## config.mk

```make
export PLATFORM = sky130hd
export DESIGN_NAME = rainbow_wave_pixel_generator
export DESIGN_NICKNAME = d
export VERILOG_FILES = /design/src/sv/rwp_pkg.sv /design/src/sv/rwp_front.sv /design/src/sv/rwp_cmd_fifo.sv /design/src/sv/rwp_pixel_engine.sv /design/src/sv/rainbow_wave_pixel_generator.sv
export SDC_FILE = /design/constraint.sdc
export NUM_CORES = 1
export LEC_CHECK = 0
export BUFFER_PORTS_ARGS = -buffer_cell sky130_fd_sc_hd__buf_2
export CORE_ASPECT_RATIO = 0.9
export CORE_MARGIN = 1
export CORE_UTILIZATION = 45
export CTS_BUF_LIST = sky130_fd_sc_hd__clkbuf_4 sky130_fd_sc_hd__clkbuf_8
export CTS_CLUSTER_DIAMETER = 100
export CTS_CLUSTER_SIZE = 25
export DETAILED_ROUTE_END_ITERATION = 10
export PLACE_DENSITY = 0.68
export SYNTH_ARGS = -nofsm -noshare
export SYNTH_HDL_FRONTEND = slang
export SYNTH_SLANG_ARGS = --single-unit
export TNS_END_PERCENT = 1
```

## constraint.sdc

```tcl
create_clock -name clk -period 8.3 [get_ports clk]
set_input_delay 0.83 -clock clk [delete_from_list [all_inputs] [get_ports clk]]
set_output_delay 0.83 -clock clk [all_outputs]
set_load 0.02 [all_outputs]
```

## src/sv/rwp_pkg.sv

```systemverilog
// Shared types and constants for the rainbow wave pixel generator.
package rwp_pkg;

  localparam int TIME_W       = 32;
  localparam int PERIOD_W     = 16;
  localparam int LED_CNT_W    = 7;
  localparam int IDX_W        = 6;
  localparam int CH_W         = 8;
  localparam int MAX_LEDS     = 64;
  localparam int CFG_IDX_W    = 2;
  localparam int CFG_DATA_W   = 16;
  localparam int IN_TDATA_W   = 32;
  localparam int OUT_PAYLOAD_W = IDX_W + 3 * CH_W;
  localparam int OUT_TDATA_W  = ((OUT_PAYLOAD_W + 7) / 8) * 8;
  localparam int FIFO_DEPTH   = 2;

  localparam logic [CH_W-1:0] CH_MAX     = 8'd255;
  localparam logic [CH_W-1:0] HUE_SECTOR = 8'd43;
  localparam logic [CH_W-1:0] REM_SCALE  = 8'd6;

  typedef enum logic [CFG_IDX_W-1:0] {
    REG_FRAME_PERIOD = 2'd0,
    REG_LED_COUNT    = 2'd1,
    REG_SAT_LEVEL    = 2'd2,
    REG_BRIGHTNESS   = 2'd3
  } cfg_reg_t;

  typedef struct packed {
    logic [PERIOD_W-1:0]  frame_period_ms;
    logic [LED_CNT_W-1:0] led_count;
    logic [CH_W-1:0]      sat_level;
    logic [CH_W-1:0]      brightness;
  } cfg_t;

  // One frame to render: the new wave phase and the clamped LED count.
  typedef struct packed {
    logic [CH_W-1:0]      phase;
    logic [LED_CNT_W-1:0] n;
  } frame_cmd_t;

endpackage

```

## src/sv/rwp_front.sv

```systemverilog
// Front end: takes time samples, checks the frame period and issues frame commands.
module rwp_front (
  input  logic                          clk,
  input  logic                          rst,
  input  rwp_pkg::cfg_t                 cfg,
  input  logic                          in_valid,
  output logic                          in_ready,
  input  logic [rwp_pkg::TIME_W-1:0]    now_ms,
  input  logic                          cmd_full,
  output logic                          cmd_push,
  output rwp_pkg::frame_cmd_t           cmd
);
  import rwp_pkg::*;

  logic [TIME_W-1:0]    last_frame_time;
  logic [CH_W-1:0]      wave_phase;
  logic [TIME_W-1:0]    elapsed_ms;
  logic                 frame_due;
  logic [LED_CNT_W-1:0] n_clamped;

  assign in_ready   = !cmd_full;
  // Wrapping subtraction handles a rollover of the millisecond counter.
  assign elapsed_ms = now_ms - last_frame_time;
  assign frame_due  = elapsed_ms >= {{(TIME_W-PERIOD_W){1'b0}}, cfg.frame_period_ms};
  assign cmd_push   = in_valid && in_ready && frame_due;

  always_comb begin
    priority if (cfg.led_count == '0) begin
      n_clamped = LED_CNT_W'(1);
    end else if (cfg.led_count > LED_CNT_W'(MAX_LEDS)) begin
      n_clamped = LED_CNT_W'(MAX_LEDS);
    end else begin
      n_clamped = cfg.led_count;
    end
  end

  assign cmd.phase = wave_phase + CH_W'(1);
  assign cmd.n     = n_clamped;

  always_ff @(posedge clk) begin
    if (rst) begin
      last_frame_time <= '0;
      wave_phase      <= '0;
    end else if (cmd_push) begin
      last_frame_time <= now_ms;
      wave_phase      <= cmd.phase;
    end
  end

endmodule

```

## src/sv/rwp_cmd_fifo.sv

```systemverilog
// Short command queue between the front end and the pixel engine.
module rwp_cmd_fifo (
  input  logic                clk,
  input  logic                rst,
  input  logic                push,
  input  rwp_pkg::frame_cmd_t push_data,
  output logic                full,
  input  logic                pop,
  output rwp_pkg::frame_cmd_t pop_data,
  output logic                empty
);
  import rwp_pkg::*;

  localparam int PTR_W = (FIFO_DEPTH > 1) ? $clog2(FIFO_DEPTH) : 1;
  localparam int CNT_W = $clog2(FIFO_DEPTH + 1);

  frame_cmd_t       slots [FIFO_DEPTH];
  logic [PTR_W-1:0] wr_ptr;
  logic [PTR_W-1:0] rd_ptr;
  logic [CNT_W-1:0] count;
  logic             do_push;
  logic             do_pop;

  assign full     = count == CNT_W'(FIFO_DEPTH);
  assign empty    = count == '0;
  assign do_push  = push && !full;
  assign do_pop   = pop && !empty;
  assign pop_data = slots[rd_ptr];

  function automatic logic [PTR_W-1:0] ptr_inc(input logic [PTR_W-1:0] ptr);
    logic [PTR_W-1:0] res;
    res = (ptr == PTR_W'(FIFO_DEPTH - 1)) ? '0 : ptr + PTR_W'(1);
    return res;
  endfunction

  always_ff @(posedge clk) begin
    if (do_push) begin
      slots[wr_ptr] <= push_data;
    end
  end

  always_ff @(posedge clk) begin
    if (rst) begin
      wr_ptr <= '0;
      rd_ptr <= '0;
      count  <= '0;
    end else begin
      if (do_push) begin
        wr_ptr <= ptr_inc(wr_ptr);
      end
      if (do_pop) begin
        rd_ptr <= ptr_inc(rd_ptr);
      end
      unique case ({do_push, do_pop})
        2'b10:   count <= count + CNT_W'(1);
        2'b01:   count <= count - CNT_W'(1);
        default: count <= count;
      endcase
    end
  end

endmodule

```

## src/sv/rwp_pixel_engine.sv

```systemverilog
// Back end: walks the LEDs of a frame, divides out the hue offset and converts HSV to RGB.
module rwp_pixel_engine (
  input  logic                         clk,
  input  logic                         rst,
  input  rwp_pkg::cfg_t                cfg,
  input  logic                         cmd_empty,
  input  rwp_pkg::frame_cmd_t          cmd,
  output logic                         cmd_pop,
  output logic                         out_valid,
  input  logic                         out_ready,
  output logic [rwp_pkg::IDX_W-1:0]    out_led_index,
  output logic [rwp_pkg::CH_W-1:0]     out_red,
  output logic [rwp_pkg::CH_W-1:0]     out_green,
  output logic [rwp_pkg::CH_W-1:0]     out_blue,
  output logic                         out_last_pixel
);
  import rwp_pkg::*;

  localparam int STEP_W = $clog2(CH_W);

  typedef enum logic [5:0] {
    ST_IDLE = 6'b000001,
    ST_DIV  = 6'b000010,
    ST_HSV1 = 6'b000100,
    ST_HSV2 = 6'b001000,
    ST_HSV3 = 6'b010000,
    ST_EMIT = 6'b100000
  } state_t;

  state_t               state;
  logic [CH_W-1:0]      phase;
  logic [LED_CNT_W-1:0] n;
  logic [IDX_W-1:0]     idx;
  logic [LED_CNT_W-1:0] div_rem;
  logic [CH_W-1:0]      div_quo;
  logic [STEP_W-1:0]    step;
  logic [2:0]           region;
  logic [CH_W-1:0]      rem6;
  logic [CH_W-1:0]      s_rem;
  logic [CH_W-1:0]      s_crem;
  logic [CH_W-1:0]      not_sat;
  logic [CH_W-1:0]      p_val;
  logic [CH_W-1:0]      q_val;
  logic [CH_W-1:0]      t_val;

  logic [LED_CNT_W:0]   div_trial;
  logic                 div_ge;
  logic [LED_CNT_W:0]   div_diff;
  logic [CH_W-1:0]      hue;
  logic [2:0]           region_w;
  logic [CH_W-1:0]      sector_base;
  logic [CH_W-1:0]      sector_off;
  logic [2*CH_W-1:0]    rem6_prod;
  logic [2*CH_W-1:0]    s_rem_prod;
  logic [2*CH_W-1:0]    s_crem_prod;
  logic [2*CH_W-1:0]    p_prod;
  logic [2*CH_W-1:0]    q_prod;
  logic [2*CH_W-1:0]    t_prod;
  logic                 out_free;
  logic                 is_last;
  logic [LED_CNT_W-1:0] idx_ext_next;
  logic [CH_W-1:0]      r_sel;
  logic [CH_W-1:0]      g_sel;
  logic [CH_W-1:0]      b_sel;

  assign cmd_pop = (state == ST_IDLE) && !cmd_empty;

  // Restoring division of idx*256 by n, one quotient bit per cycle.
  // The partial remainder stays below n, so it starts as idx itself.
  assign div_trial = {div_rem, 1'b0};
  assign div_ge    = div_trial >= {1'b0, n};
  assign div_diff  = div_trial - {1'b0, n};

  assign hue = phase + div_quo;

  always_comb begin
    priority if (hue >= CH_W'(5 * HUE_SECTOR)) begin
      region_w = 3'd5;
    end else if (hue >= CH_W'(4 * HUE_SECTOR)) begin
      region_w = 3'd4;
    end else if (hue >= CH_W'(3 * HUE_SECTOR)) begin
      region_w = 3'd3;
    end else if (hue >= CH_W'(2 * HUE_SECTOR)) begin
      region_w = 3'd2;
    end else if (hue >= HUE_SECTOR) begin
      region_w = 3'd1;
    end else begin
      region_w = 3'd0;
    end
  end

  assign sector_base = CH_W'(region_w) * HUE_SECTOR;
  assign sector_off  = hue - sector_base;
  assign rem6_prod   = {{CH_W{1'b0}}, sector_off} * {{CH_W{1'b0}}, REM_SCALE};

  assign s_rem_prod  = {{CH_W{1'b0}}, cfg.sat_level} * {{CH_W{1'b0}}, rem6};
  assign s_crem_prod = {{CH_W{1'b0}}, cfg.sat_level} * {{CH_W{1'b0}}, CH_MAX - rem6};

  assign p_prod = {{CH_W{1'b0}}, cfg.brightness} * {{CH_W{1'b0}}, not_sat};
  assign q_prod = {{CH_W{1'b0}}, cfg.brightness} * {{CH_W{1'b0}}, CH_MAX - s_rem};
  assign t_prod = {{CH_W{1'b0}}, cfg.brightness} * {{CH_W{1'b0}}, CH_MAX - s_crem};

  always_comb begin
    unique case (region)
      3'd0: begin
        r_sel = cfg.brightness; g_sel = t_val; b_sel = p_val;
      end
      3'd1: begin
        r_sel = q_val; g_sel = cfg.brightness; b_sel = p_val;
      end
      3'd2: begin
        r_sel = p_val; g_sel = cfg.brightness; b_sel = t_val;
      end
      3'd3: begin
        r_sel = p_val; g_sel = q_val; b_sel = cfg.brightness;
      end
      3'd4: begin
        r_sel = t_val; g_sel = p_val; b_sel = cfg.brightness;
      end
      default: begin
        r_sel = cfg.brightness; g_sel = p_val; b_sel = q_val;
      end
    endcase
  end

  assign out_free     = !out_valid || out_ready;
  assign idx_ext_next = {1'b0, idx} + LED_CNT_W'(1);
  assign is_last      = idx_ext_next == n;

  always_ff @(posedge clk) begin
    if (rst) begin
      state     <= ST_IDLE;
      out_valid <= 1'b0;
    end else begin
      if (state == ST_EMIT && out_free) begin
        out_valid <= 1'b1;
      end else if (out_ready) begin
        out_valid <= 1'b0;
      end
      unique case (state)
        ST_IDLE: begin
          if (!cmd_empty) begin
            phase   <= cmd.phase;
            n       <= cmd.n;
            idx     <= '0;
            div_rem <= '0;
            step    <= '0;
            state   <= ST_DIV;
          end
        end
        ST_DIV: begin
          div_rem <= div_ge ? div_diff[LED_CNT_W-1:0] : div_trial[LED_CNT_W-1:0];
          div_quo <= {div_quo[CH_W-2:0], div_ge};
          step    <= step + STEP_W'(1);
          if (step == STEP_W'(CH_W - 1)) begin
            state <= ST_HSV1;
          end
        end
        ST_HSV1: begin
          region <= region_w;
          rem6   <= rem6_prod[CH_W-1:0];
          state  <= ST_HSV2;
        end
        ST_HSV2: begin
          s_rem   <= s_rem_prod[2*CH_W-1:CH_W];
          s_crem  <= s_crem_prod[2*CH_W-1:CH_W];
          not_sat <= CH_MAX - cfg.sat_level;
          state   <= ST_HSV3;
        end
        ST_HSV3: begin
          p_val <= p_prod[2*CH_W-1:CH_W];
          q_val <= q_prod[2*CH_W-1:CH_W];
          t_val <= t_prod[2*CH_W-1:CH_W];
          state <= ST_EMIT;
        end
        ST_EMIT: begin
          if (out_free) begin
            out_led_index  <= idx;
            out_red        <= r_sel;
            out_green      <= g_sel;
            out_blue       <= b_sel;
            out_last_pixel <= is_last;
            if (is_last) begin
              state <= ST_IDLE;
            end else begin
              idx     <= idx_ext_next[IDX_W-1:0];
              div_rem <= idx_ext_next;
              step    <= '0;
              state   <= ST_DIV;
            end
          end
        end
      endcase
    end
  end

endmodule

```

## src/sv/rainbow_wave_pixel_generator.sv

```systemverilog
// Each frame first fetches its command; each pixel then passes through the 8-step hue divider,
// three HSV stages and the output load, which waits while the output is stalled, before the
// next pixel starts. A sample that starts no frame is taken whenever the queue is not full.
// A two-entry command queue lets the input keep taking samples while a frame renders.
// Reset is synchronous and active high: it restores the register defaults, clears the
// frame time, wave phase, queue and output valid.
module rainbow_wave_pixel_generator (
  input  logic                               clk,
  input  logic                               rst,
  input  logic                               s_axis_tvalid,
  output logic                               s_axis_tready,
  input  logic [rwp_pkg::IN_TDATA_W-1:0]     s_axis_tdata,  // [31:0] now_ms
  output logic                               m_axis_tvalid,
  input  logic                               m_axis_tready,
  // [5:0] led_index, [13:6] red, [21:14] green, [29:22] blue, [31:30] zero
  output logic [rwp_pkg::OUT_TDATA_W-1:0]    m_axis_tdata,
  output logic                               m_axis_tlast,  // last_pixel
  input  logic                               cfg_valid,
  output logic                               cfg_ready,
  input  logic [rwp_pkg::CFG_IDX_W-1:0]      cfg_index,
  input  logic [rwp_pkg::CFG_DATA_W-1:0]     cfg_data
);
  import rwp_pkg::*;

  cfg_t             cfg;
  logic             cmd_push;
  logic             cmd_full;
  logic             cmd_pop;
  logic             cmd_empty;
  frame_cmd_t       cmd_in;
  frame_cmd_t       cmd_out;
  logic [IDX_W-1:0] led_index;
  logic [CH_W-1:0]  red;
  logic [CH_W-1:0]  green;
  logic [CH_W-1:0]  blue;

  assign cfg_ready = 1'b1;

  always_ff @(posedge clk) begin
    if (rst) begin
      cfg.frame_period_ms <= PERIOD_W'(100);
      cfg.led_count       <= LED_CNT_W'(64);
      cfg.sat_level       <= CH_MAX;
      cfg.brightness      <= CH_MAX;
    end else if (cfg_valid && cfg_ready) begin
      unique case (cfg_reg_t'(cfg_index))
        REG_FRAME_PERIOD: cfg.frame_period_ms <= cfg_data[PERIOD_W-1:0];
        REG_LED_COUNT:    cfg.led_count       <= cfg_data[LED_CNT_W-1:0];
        REG_SAT_LEVEL:    cfg.sat_level       <= cfg_data[CH_W-1:0];
        REG_BRIGHTNESS:   cfg.brightness      <= cfg_data[CH_W-1:0];
      endcase
    end
  end

  rwp_front u_front (
    .clk      (clk),
    .rst      (rst),
    .cfg      (cfg),
    .in_valid (s_axis_tvalid),
    .in_ready (s_axis_tready),
    .now_ms   (s_axis_tdata[TIME_W-1:0]),
    .cmd_full (cmd_full),
    .cmd_push (cmd_push),
    .cmd      (cmd_in)
  );

  rwp_cmd_fifo u_fifo (
    .clk       (clk),
    .rst       (rst),
    .push      (cmd_push),
    .push_data (cmd_in),
    .full      (cmd_full),
    .pop       (cmd_pop),
    .pop_data  (cmd_out),
    .empty     (cmd_empty)
  );

  rwp_pixel_engine u_engine (
    .clk            (clk),
    .rst            (rst),
    .cfg            (cfg),
    .cmd_empty      (cmd_empty),
    .cmd            (cmd_out),
    .cmd_pop        (cmd_pop),
    .out_valid      (m_axis_tvalid),
    .out_ready      (m_axis_tready),
    .out_led_index  (led_index),
    .out_red        (red),
    .out_green      (green),
    .out_blue       (blue),
    .out_last_pixel (m_axis_tlast)
  );

  assign m_axis_tdata = {{(OUT_TDATA_W-OUT_PAYLOAD_W){1'b0}}, blue, green, red, led_index};

endmodule

```

# == After elaboration in Yosys (flattened, before gate mapping) ==
# Memories as Yosys holds them, arrays and structs flattened. A register that Yosys moved wholly into a read port is not among the register bits.
# Index checks and enable logic that the tools add are counted.
# classes
addsub,15
mul,7
order_cmp,8
n_eq_ne,22
n_mux,35
bitwise,2
n_reduce_logical,35
# ops
op,count
case mux 8 bit (3 select lines),3
multiplier 8 x 8 -> 16 bit,4
two-way mux 7 bit,6
two-way mux 6 bit,6
case mux 6 bit (6 select lines),1
>= comparator 32 x 16 -> 1 bit,1
subtractor 32 bit,1
subtractor 8 bit (first input constant),4
>= comparator 8 bit (second input constant),3
two-way mux 3 bit,7
case mux 7 bit (3 select lines),1
AND reduction 2 bit,8
multiplier 8 x 7 -> 15 bit,1
case mux 6 bit (2 select lines),1
AND reduction 5 bit,2
case mux 3 bit (3 select lines),1
AND reduction 3 bit,3
adder 8 x 1 -> 8 bit (second input constant),1
adder 8 bit,1
equality test 2 bit (second input constant),4
>= comparator 8 x 6 -> 1 bit (second input constant),1
>= comparator 8 x 7 -> 1 bit,1
>= comparator 8 x 7 -> 1 bit (second input constant),1
multiplier 3 x 6 -> 8 bit (second input constant),1
35 further kinds,61
# word_totals
register_bits,203
ram_bits,30
in_bits,55
output_inout_bits,36
word_cells,153
n_memories,1
# memory_table
memory,words,word_bits,rd,rd_ports_with_merged_regs,wr,line,rtl
u_fifo.slots,2,15,1,1,1,rwp_cmd_fifo.sv:17,frame_cmd_t slots [FIFO_DEPTH];

# == Longest topological paths before layout ==
# Gate-level depths: netlist of run 1.
# depth
word_depth,10
depth_mapped,27
ltp_nobuf,26

# == Hierarchy ==
# From an unflattened synthesis of run 1, not the netlist that was laid out.
# unflattened
cells_unflattened,2555
area_unflattened_um2,23786.6
# by_module_without_submodules
module,instances,cells_each,area_per_inst_um2,seq_area_each_um2
rwp_pixel_engine,1,1590,15817.7,3983.8
rwp_front,1,732,5038.6,800.8
rainbow_wave_pixel_generator,1,160,1625.3,780.7
rwp_cmd_fifo,1,73,1305.0,1001.0

# == Worst setup path before layout of run 1 ==
# Ideal clock, no wire load.
# synth_path
path_kind,register to register
startpoint,register u_engine.div_quo[0]
endpoint,"register u_engine.rem6[7], data pin"
setup_time_ns,0.258
arrival_ns,5.514
t_required_ns,8.042
slack_ns,2.529
path_stages_with_launch,28
path_buffers,1
period_less_slack_ns,5.771
cell_sequence,edfxtp_1 ha_1 fa_1 buf_2 a211oi_1 o21ba_2 nor2_1 o31a_1 o21a_1 or2_2 inv_1 ha_1 ha_1 inv_1 ha_1 or3_1 o21ai_0 a21oi_1 a21o_1 a21o_1 xor2_1 ha_1 a21oi_1 xnor2_1 xnor2_1 xnor2_1 xnor2_1 xnor2_1
# synth_between
word_cells_on_any_way,14
classes_between,add/sub (2); mul (2); order compare (5); mux (5)
# synth_rtl
item,line,rtl
"start, declared",rwp_pixel_engine.sv:35,logic [CH_W-1:0] div_quo;
"start signal, assigned",rwp_pixel_engine.sv:153,"div_quo <= {div_quo[CH_W-2:0], div_ge};"
adder 8 bit *,rwp_pixel_engine.sv:74,assign hue = phase + div_quo;
>= comparator 8 bit,rwp_pixel_engine.sv:81,end else if (hue >= CH_W'(3 * HUE_SECTOR)) begin
two-way mux 3 bit,rwp_pixel_engine.sv:81,
two-way mux 3 bit,rwp_pixel_engine.sv:79,end else if (hue >= CH_W'(4 * HUE_SECTOR)) begin
two-way mux 3 bit *,rwp_pixel_engine.sv:77,priority if (hue >= CH_W'(5 * HUE_SECTOR)) begin
via u_engine.region_w[2],rwp_pixel_engine.sv:50,logic [2:0] region_w;
multiplier 3 x 6 -> 8 bit *,rwp_pixel_engine.sv:92,assign sector_base = CH_W'(region_w) * HUE_SECTOR;
subtractor 8 bit *,rwp_pixel_engine.sv:93,assign sector_off = hue - sector_base;
multiplier 8 x 2 -> 7 bit *,rwp_pixel_engine.sv:94,"assign rem6_prod = {{CH_W{1'b0}}, sector_off} * {{CH_W{1'b0}}, REM_SCALE};"
via u_engine.rem6_prod[7],rwp_pixel_engine.sv:53,logic [2*CH_W-1:0] rem6_prod;
"end signal, assigned",rwp_pixel_engine.sv:161,rem6 <= rem6_prod[CH_W-1:0];
"end, declared",rwp_pixel_engine.sv:38,logic [CH_W-1:0] rem6;
# The timed path passes the listed nets; every way through them passes the cells marked *.
# A chain may end at the register's enable or synchronous reset.

# == Worst setup path in the final report of run 1 ==
# layout_path
startpoint,register u_engine.div_quo[0]
endpoint,"register u_engine.rem6[7], data pin"
# layout_between
word_cells_on_any_way,14
classes_between,add/sub (2); mul (2); order compare (5); mux (5)
# layout_rtl
item,line,rtl
adder 8 bit *,rwp_pixel_engine.sv:74,
>= comparator 8 x 7 -> 1 bit,rwp_pixel_engine.sv:83,end else if (hue >= CH_W'(2 * HUE_SECTOR)) begin
two-way mux 3 bit,rwp_pixel_engine.sv:83,
two-way mux 3 bit,rwp_pixel_engine.sv:81,
two-way mux 3 bit,rwp_pixel_engine.sv:79,
two-way mux 3 bit *,rwp_pixel_engine.sv:77,
via u_engine.region_w[1],rwp_pixel_engine.sv:50,
multiplier 3 x 6 -> 8 bit *,rwp_pixel_engine.sv:92,
subtractor 8 bit *,rwp_pixel_engine.sv:93,
multiplier 8 x 2 -> 7 bit *,rwp_pixel_engine.sv:94,
via u_engine.rem6_prod[7],rwp_pixel_engine.sv:53,
# Marks and branches as above.

==> run metrics, run 1 <==
synth top area cells=edfxtp_1 21%, fa_1 16%, ha_1 14%; core area=48310 um2; drt first-iter violations=870; largest net degree at the start of global routing=97; Tot GR Track Use=0.1978; remaining antenna violation count after routing=0; Worst Path Buf+Inv=2; CTS tree=done; Synth top area share=0.2131; RSZ-0062 raised after global routing=false; Worst Hold Class=register to register; gr ovfl total=0; Critical Path RT=8.66 ns; Avg Cell Area, Syn=9.598 um2; most common cell in the synthesized netlist=inv_1; sequential-to-total area share from yosys stat=0.2940; Synth Instances=2320; Routed WL=48730 um; measured slew at the worst slew-check pin=1.253 ns; slowest cell on the critical path=o211ai_1; GP Congestion=0.8810; setup bufs post-CTS=0; DRC=0; fin crit share=0.7585; Synth area leader=edfxtp_1; Final Non-Filler Cells=2990; Mapped Area=22270 um2; Static Leak=10.59 nW; vias=16047; Setup TNS=0 ns; largest family of logic cells by synthesized area=adder cells; Slew Limit Fails=0; CP endpoint kind=register; drt pass-1 iters=7; vias in the first global route=16393; first-pass GRT wire length=81460 um; CTS max path bufs=3; share of cells above drive strength 1=0.07110; Post-Synth XOR/XNOR Area=0.03815; post-synthesis cell type count=76; post_cts resized=0; Hold Vio Cnt, Final=0; Final Net Count=2830; Min-Delay Startpoint=u_engine.div_quo[3]; Syn. warnings=0; Num Clock Sinks=248; largest fanout on the critical path=8; Final min period=6.295 ns; Die ar.=50380 um2; Die Height=213.0 um; Layout area overhead=5.844%; Port Buffer Count=87; Worst slew margin=0.1616; Async SR Flop Fraction=0; Setup Crit Path Kind=register to register; Post-Synth Adder-Cell Area=0.2947; Clk pin slew, worst setup/hold paths=0.16 ns; HPWL Detailed=37760 um; Fmax achieved=158.9 MHz; startpoint class of the critical path=register; DR WL/cell=16.30 um; Post-synth top flop=edfxtp_1; Die Wd=236.5 um; Compound-Gate Fraction of Synth Area=0.1042; crit path launch=u_engine.div_quo[0]; Vias/cell=5.367; worst r2r src=u_engine.div_quo[0]; Final setup viols=0; Yosys reg bits=248; Num CTS Buffers=14; starting density of the core=0.4609; Worst VDD drop=1.040 mV; Hold-fix buffers, CTS=0; Rows=76; Synth Area in Simple Gates=0.1677; Post-synth EDFFs=158; slowest stage delay, CP=0.58 ns; Top-Level Pins=91; Final Skew=0.05252 ns; clock root cell=clkbuf_8; Post-synth top cells=315 x inv_1, 246 x ha_1, 185 x nor2_1; critical path arrival=6.66 ns; Worst-Skew Late Latency=0.60 ns; cell total after placement=2962; # Max-Cap Violations=0; Worst path top cell family by delay=compound AO/OA/AOI/OAI gates; initial antenna violation count=8; PwrDens=304.1 nW/um2; status=complete, no violations; mux cell area share after synthesis=0.03147; H-tree Lvls=1
stage by stage:
stage / utilization / hold WS (ns) / instance area (um2) / power, mW / setup slack [ns]
3_3_place_gp: 0.4816 / 0.4370 / 23260 / 6.467 / 2.241
4_1_cts: 0.4876 / 0.4391 / 23550 / 7.237 / 2.037
2_1_floorplan: - / 0.4334 / 22270 / 5.694 / 2.529
6_report: 0.4879 / 0.4627 / 23570 / 7.166 / 2.005
3_5_place_dp: 0.4816 / 0.4421 / 23260 / 6.575 / 2.067
5_1_grt: 0.4878 / 0.4500 / 23560 / 7.876 / 1.515
cells in the final DEF, fill, tap and decap left out, types with 31 or more instances in the layout:
cell and n:
mux2i_1 52, a21oi_1 97, ha_1 246, and2_1 73
edfxtp_1 158, nor2_1 185, nand2b_1 98, inv_1 315
xnor2_1 70, buf_2 86, a21o_1 31, nand2_1 158
fa_1 174, o21ai_0 38, o22ai_1 39, dfxtp_1 90
nor2b_1 88
state kept, by name, summed over array words and instances, names as in the netlist, 8 cells and up:
signal / cells
u_front.wave_phase: 8
u_engine.out_green: 8
u_engine.t_val: 8
cfg: 39
u_engine.out_red: 8
u_engine.s_crem: 8
u_front.last_frame_time: 32
u_engine.div_quo: 8
u_engine.phase: 8
u_engine.not_sat: 8
u_engine.q_val: 8
u_engine.p_val: 8
u_engine.out_blue: 8
u_engine.s_rem: 8
u_fifo.slots: 30
cell families (layout without fill, tap and decap cells):
family,after synthesis,count (layout)
and+or+nand+nor,734,734
adders and majority gates,420,420
buffers and inverters,400,442
AOI/OAI and AO/OA,351,351
DFF,248,248
xor gates and xnor gates,97,97
muxes,68,68
other,2,6
path summary, 6_finish.rpt:
kind	slack, ns	cells after the start	endpoint
setup / recovery	2.00	25	u_engine.rem6[7]
setup reg to reg	2.00	25	u_engine.rem6[7]
hold reg to reg	0.46	0	u_engine.div_quo[4]
hold / removal	0.46	0	u_engine.div_quo[4]
final cells by class:
cell class	count	area, um2
fillers	4494	24740
multi-input cells	1673	14210
clock buffers	18	222.7
flip-flops and latches	248	6546
inverters	317	1190
well taps	624	780.7
clock inverters	6	67.56
repair buffers	101	543.0
diodes	3	7.507
worst register-to-register path: cells and delay by family, from the launching register on:
kind                     cells  cell delay (ns)
AO/OA/AOI/OAI                8             1.98
XOR/XNOR                     6             0.83
adder cells (fa/ha/maj)      6             1.82
buffers and inverters        2             0.15
flip-flops                   1             0.43
AND/OR/NAND/NOR              3             0.86
power breakdown:
part | switching [mW] | internal (mW)
Clock | 0.404 | 0.217
Combinational | 2.48 | 2.22
Sequential | 0.0982 | 1.75
layer usage:
metal  global-route usage  vias up  share of wire
met1               0.2638     7822           0.47
met5                    0        -         0.0016
met4              0.03941       10          0.016
li1                     -     7825              -
met2               0.3415      321           0.46
met3              0.02999       69          0.048
Power figures use the tool's default switching activity.
==> run 2, diff against run 1 <==
ABC_AREA = 1   (was not set)
PLACE_DENSITY = 0.7   (was 0.68)
clock period = 5.1 ns   (was 8.3 ns; I/O delays follow)
==> run 2 against run 1 <==
Wire length up 5.6%. Combinational power increased by 110%. Global-route usage grew 0.50 points. Highest routed layer unchanged. Flip-flop and latch count did not move. Critical endpoint unchanged. Fmax grew 29%. Die area increased by 3.8%. Clock skew is 0.0093 ns lower. Final area is 6.0% higher. Power is 98% higher. Synthesized area is 3.9% higher.
==> run metrics, run 2 <==
vias=18306 (+14%); Top-Level Pins=91 (unchanged); startpoint class of the critical path=register; Worst VDD drop=1.213 mV (+17%); slowest cell on the critical path=edfxtp_1; Slew Limit Fails=0 (unchanged); most common cell in the synthesized netlist=nand2_1; HPWL Detailed=41270 um (+9.3%); Critical Path RT=5.45 ns (-3.21 ns); sequential-to-total area share from yosys stat=0.2831 (-0.01091); Worst-Skew Late Latency=0.58 ns (-0.02 ns); Layout area overhead=7.986%; Setup TNS=0 ns (unchanged); Die Wd=241.0 um (+1.9%); core area=50550 um2 (+4.7%); Post-synth top flop=edfxtp_1; share of cells above drive strength 1=0.06931 (-0.001786); Final min period=4.897 ns (-1.398 ns); most frequent CP cell=nand2_1; Num CTS Buffers=15 (+1); Yosys reg bits=248 (unchanged); Die ar.=52300 um2 (+3.8%); fin crit share=0.9602 (+0.2018); Reg with most FFs=cfg; Port Buffer Count=87 (unchanged); largest fanout on the critical path=4 (-4); critical path arrival=5.25 ns (-1.41 ns); Routed WL=51460 um (+5.6%); slowest stage delay, CP=0.45 ns (-0.13 ns); starting density of the core=0.4574 (-0.003511); GP Congestion=0.9080 (+3.1%); DRC=0 (unchanged); remaining antenna violation count after routing=0 (unchanged); post-synthesis cell type count=48 (-37%); first-pass GRT wire length=86560 um (+6.3%); most frequent cells in the layout=718 x nand2_1, 604 x inv_1, 249 x nor2_1, 238 x ha_1, 173 x fa_1; Worst Path Buf+Inv=3 (+1); Async SR Flop Fraction=0 (unchanged); Fmax achieved=204.2 MHz (+29%); CP endpoint kind=register; Rows=78 (+2.6%); status=complete, no violations; Final Util=0.4940 (+0.006083); RSZ-0062 raised after global routing=true; Syn. warnings=0 (unchanged); Hold-fix buffers, CTS=0 (unchanged); Static Leak=12.94 nW (+22%); CTS tree=done; most common cell after layout, fill and taps aside=nand2_1; # Max-Cap Violations=0 (unchanged); Tot GR Track Use=0.2028 (+0.005023); Synth top area share=0.2052 (-0.007909); Mapped Area=23120 um2 (+3.9%); Setup Crit Path Kind=register to register; largest registers=cfg x39, u_front.last_frame_time x32, u_fifo.slots x30; vias in the first global route=17548 (+7.0%); Worst Hold Class=primary input to register; Final Net Count=3468 (+23%); Post-synth top cells=721 x nand2_1, 606 x inv_1, 251 x nor2_1; Final setup viols=0 (unchanged); PwrDens=569.3 nW/um2 (+87%); Vias/cell=4.969 (-7.4%); synth top area cells=edfxtp_1 21%, fa_1 15%, ha_1 13%; layout filler cell count=5038 (+12%); initial antenna violation count=5 (-3); Synth Instances=2921 (+26%); CTS max path bufs=3 (unchanged); Avg Cell Area, Syn=7.917 um2 (-18%); DR WL/cell=13.97 um (-14%); Hold Vio Cnt, Final=0 (unchanged); gr ovfl total=0 (unchanged); Die Height=217.1 um (+1.9%); Num Clock Sinks=248 (unchanged); measured slew at the worst slew-check pin=1.176 ns (-0.07713 ns); drt first-iter violations=1067 (+23%); clock root cell=clkbuf_8; H-tree Lvls=1 (unchanged); Worst slew margin=0.2125 (+0.05085); max FFs per register=39 (unchanged); largest net degree at the start of global routing=81 (-16%); Synth area leader=edfxtp_1; Final Skew=0.04324 ns (-0.009282 ns); Worst path top cell family by delay=adder cells; Post-synth EDFFs=158 (unchanged); drt pass-1 iters=6 (-1); Clk pin slew, worst setup/hold paths=0.15 ns (about the same)
## run 2: changes by cell type in the layout (fill, tap and decap cells not counted), sizes merged, moves of 56 or more
cell	previous run	this run
nand2b	98	0
nand3	20	76
and2	73	4
inv	319	609
nand2	158	723
nor2b	88	0
nor2	185	256
a21oi	98	163
## run 2: cell type report
type                       count  area (um2)  area share
multi-input combinational   1983       14160      0.5669
sequential                   248        6546      0.2622
inverter                     609        2286     0.09154
tap                          680       850.8     0.03407
timing repair buffer         136       803.3     0.03217
clock buffer                  21       251.5     0.01007
clock inverter                 4       68.82    0.002756
antenna                        3       7.507   0.0003006
## run 2: stage by stage
stage               instances  instance area, um2  setup slack, ns  hold slack, ns  power (mW)
global route             3684               24970          -0.1483          0.2366       15.71
finish                   3684               24970           0.2028          0.2379       14.22
global placement         3653               24430          0.07346          0.4359       11.90
detailed placement       3653               24430         -0.01133          0.4468       12.06
floorplan                2922               23130           0.2380          0.4334       9.897
CTS                      3678               24770          0.02048          0.1908       13.26
## run 2: per-layer routing
metal,part of all wire,GRT usage,up-vias
li1,-,-,9282
met1,0.48,0.2872,8513
met2,0.45,0.3307,447
met3,0.054,0.02588,62
met4,0.018,0.04241,2
met5,0.00019,0,-
## run 2: worst min-delay path: cells and delay by family
family | cells | cell delay (ns)
AO/OA/AOI/OAI | 1 | 0.06
buffers and inverters | 2 | 0.15
AND/OR/NAND/NOR | 1 | 0.07
## run 2: cell families after synthesis
group	count (synthesis)	share of synthesized area
XOR/XNOR	93	0.03522
buffers and inverters	691	0.1142
other	2	0.0003248
AO/OA/AOI/OAI	308	0.07710
AND/OR/NAND/NOR	1159	0.2063
adder cells (fa/ha/maj)	420	0.2837
flip-flops	248	0.2831
## run 2: path summary, 6_finish.rpt
check | from | endpoint | slack (ns) | cells after the start
min | m_axis_tready | u_engine.out_valid | 0.24 | 4
max reg2reg | u_engine.div_quo[0] | u_engine.rem6[7] | 0.20 | 29
max | u_engine.div_quo[0] | u_engine.rem6[7] | 0.20 | 29
min reg2reg | u_engine.div_quo[3] | u_engine.div_quo[4] | 0.48 | 0
## run 2: report_power, final
part / switching, mW / internal, mW
Combinational: 5.59 / 4.52
Clock: 0.695 / 0.350
Sequential: 0.153 / 2.91
## run 2: timing repair
item | 4_1_cts | 5_1_grt
buffers inserted | 0 | 3
pin swaps | 0 | 13
gates resized for setup | 4 | 28
endpoints found under the hold margin | 0 | 0
setup endpoints to repair | 1 | 7
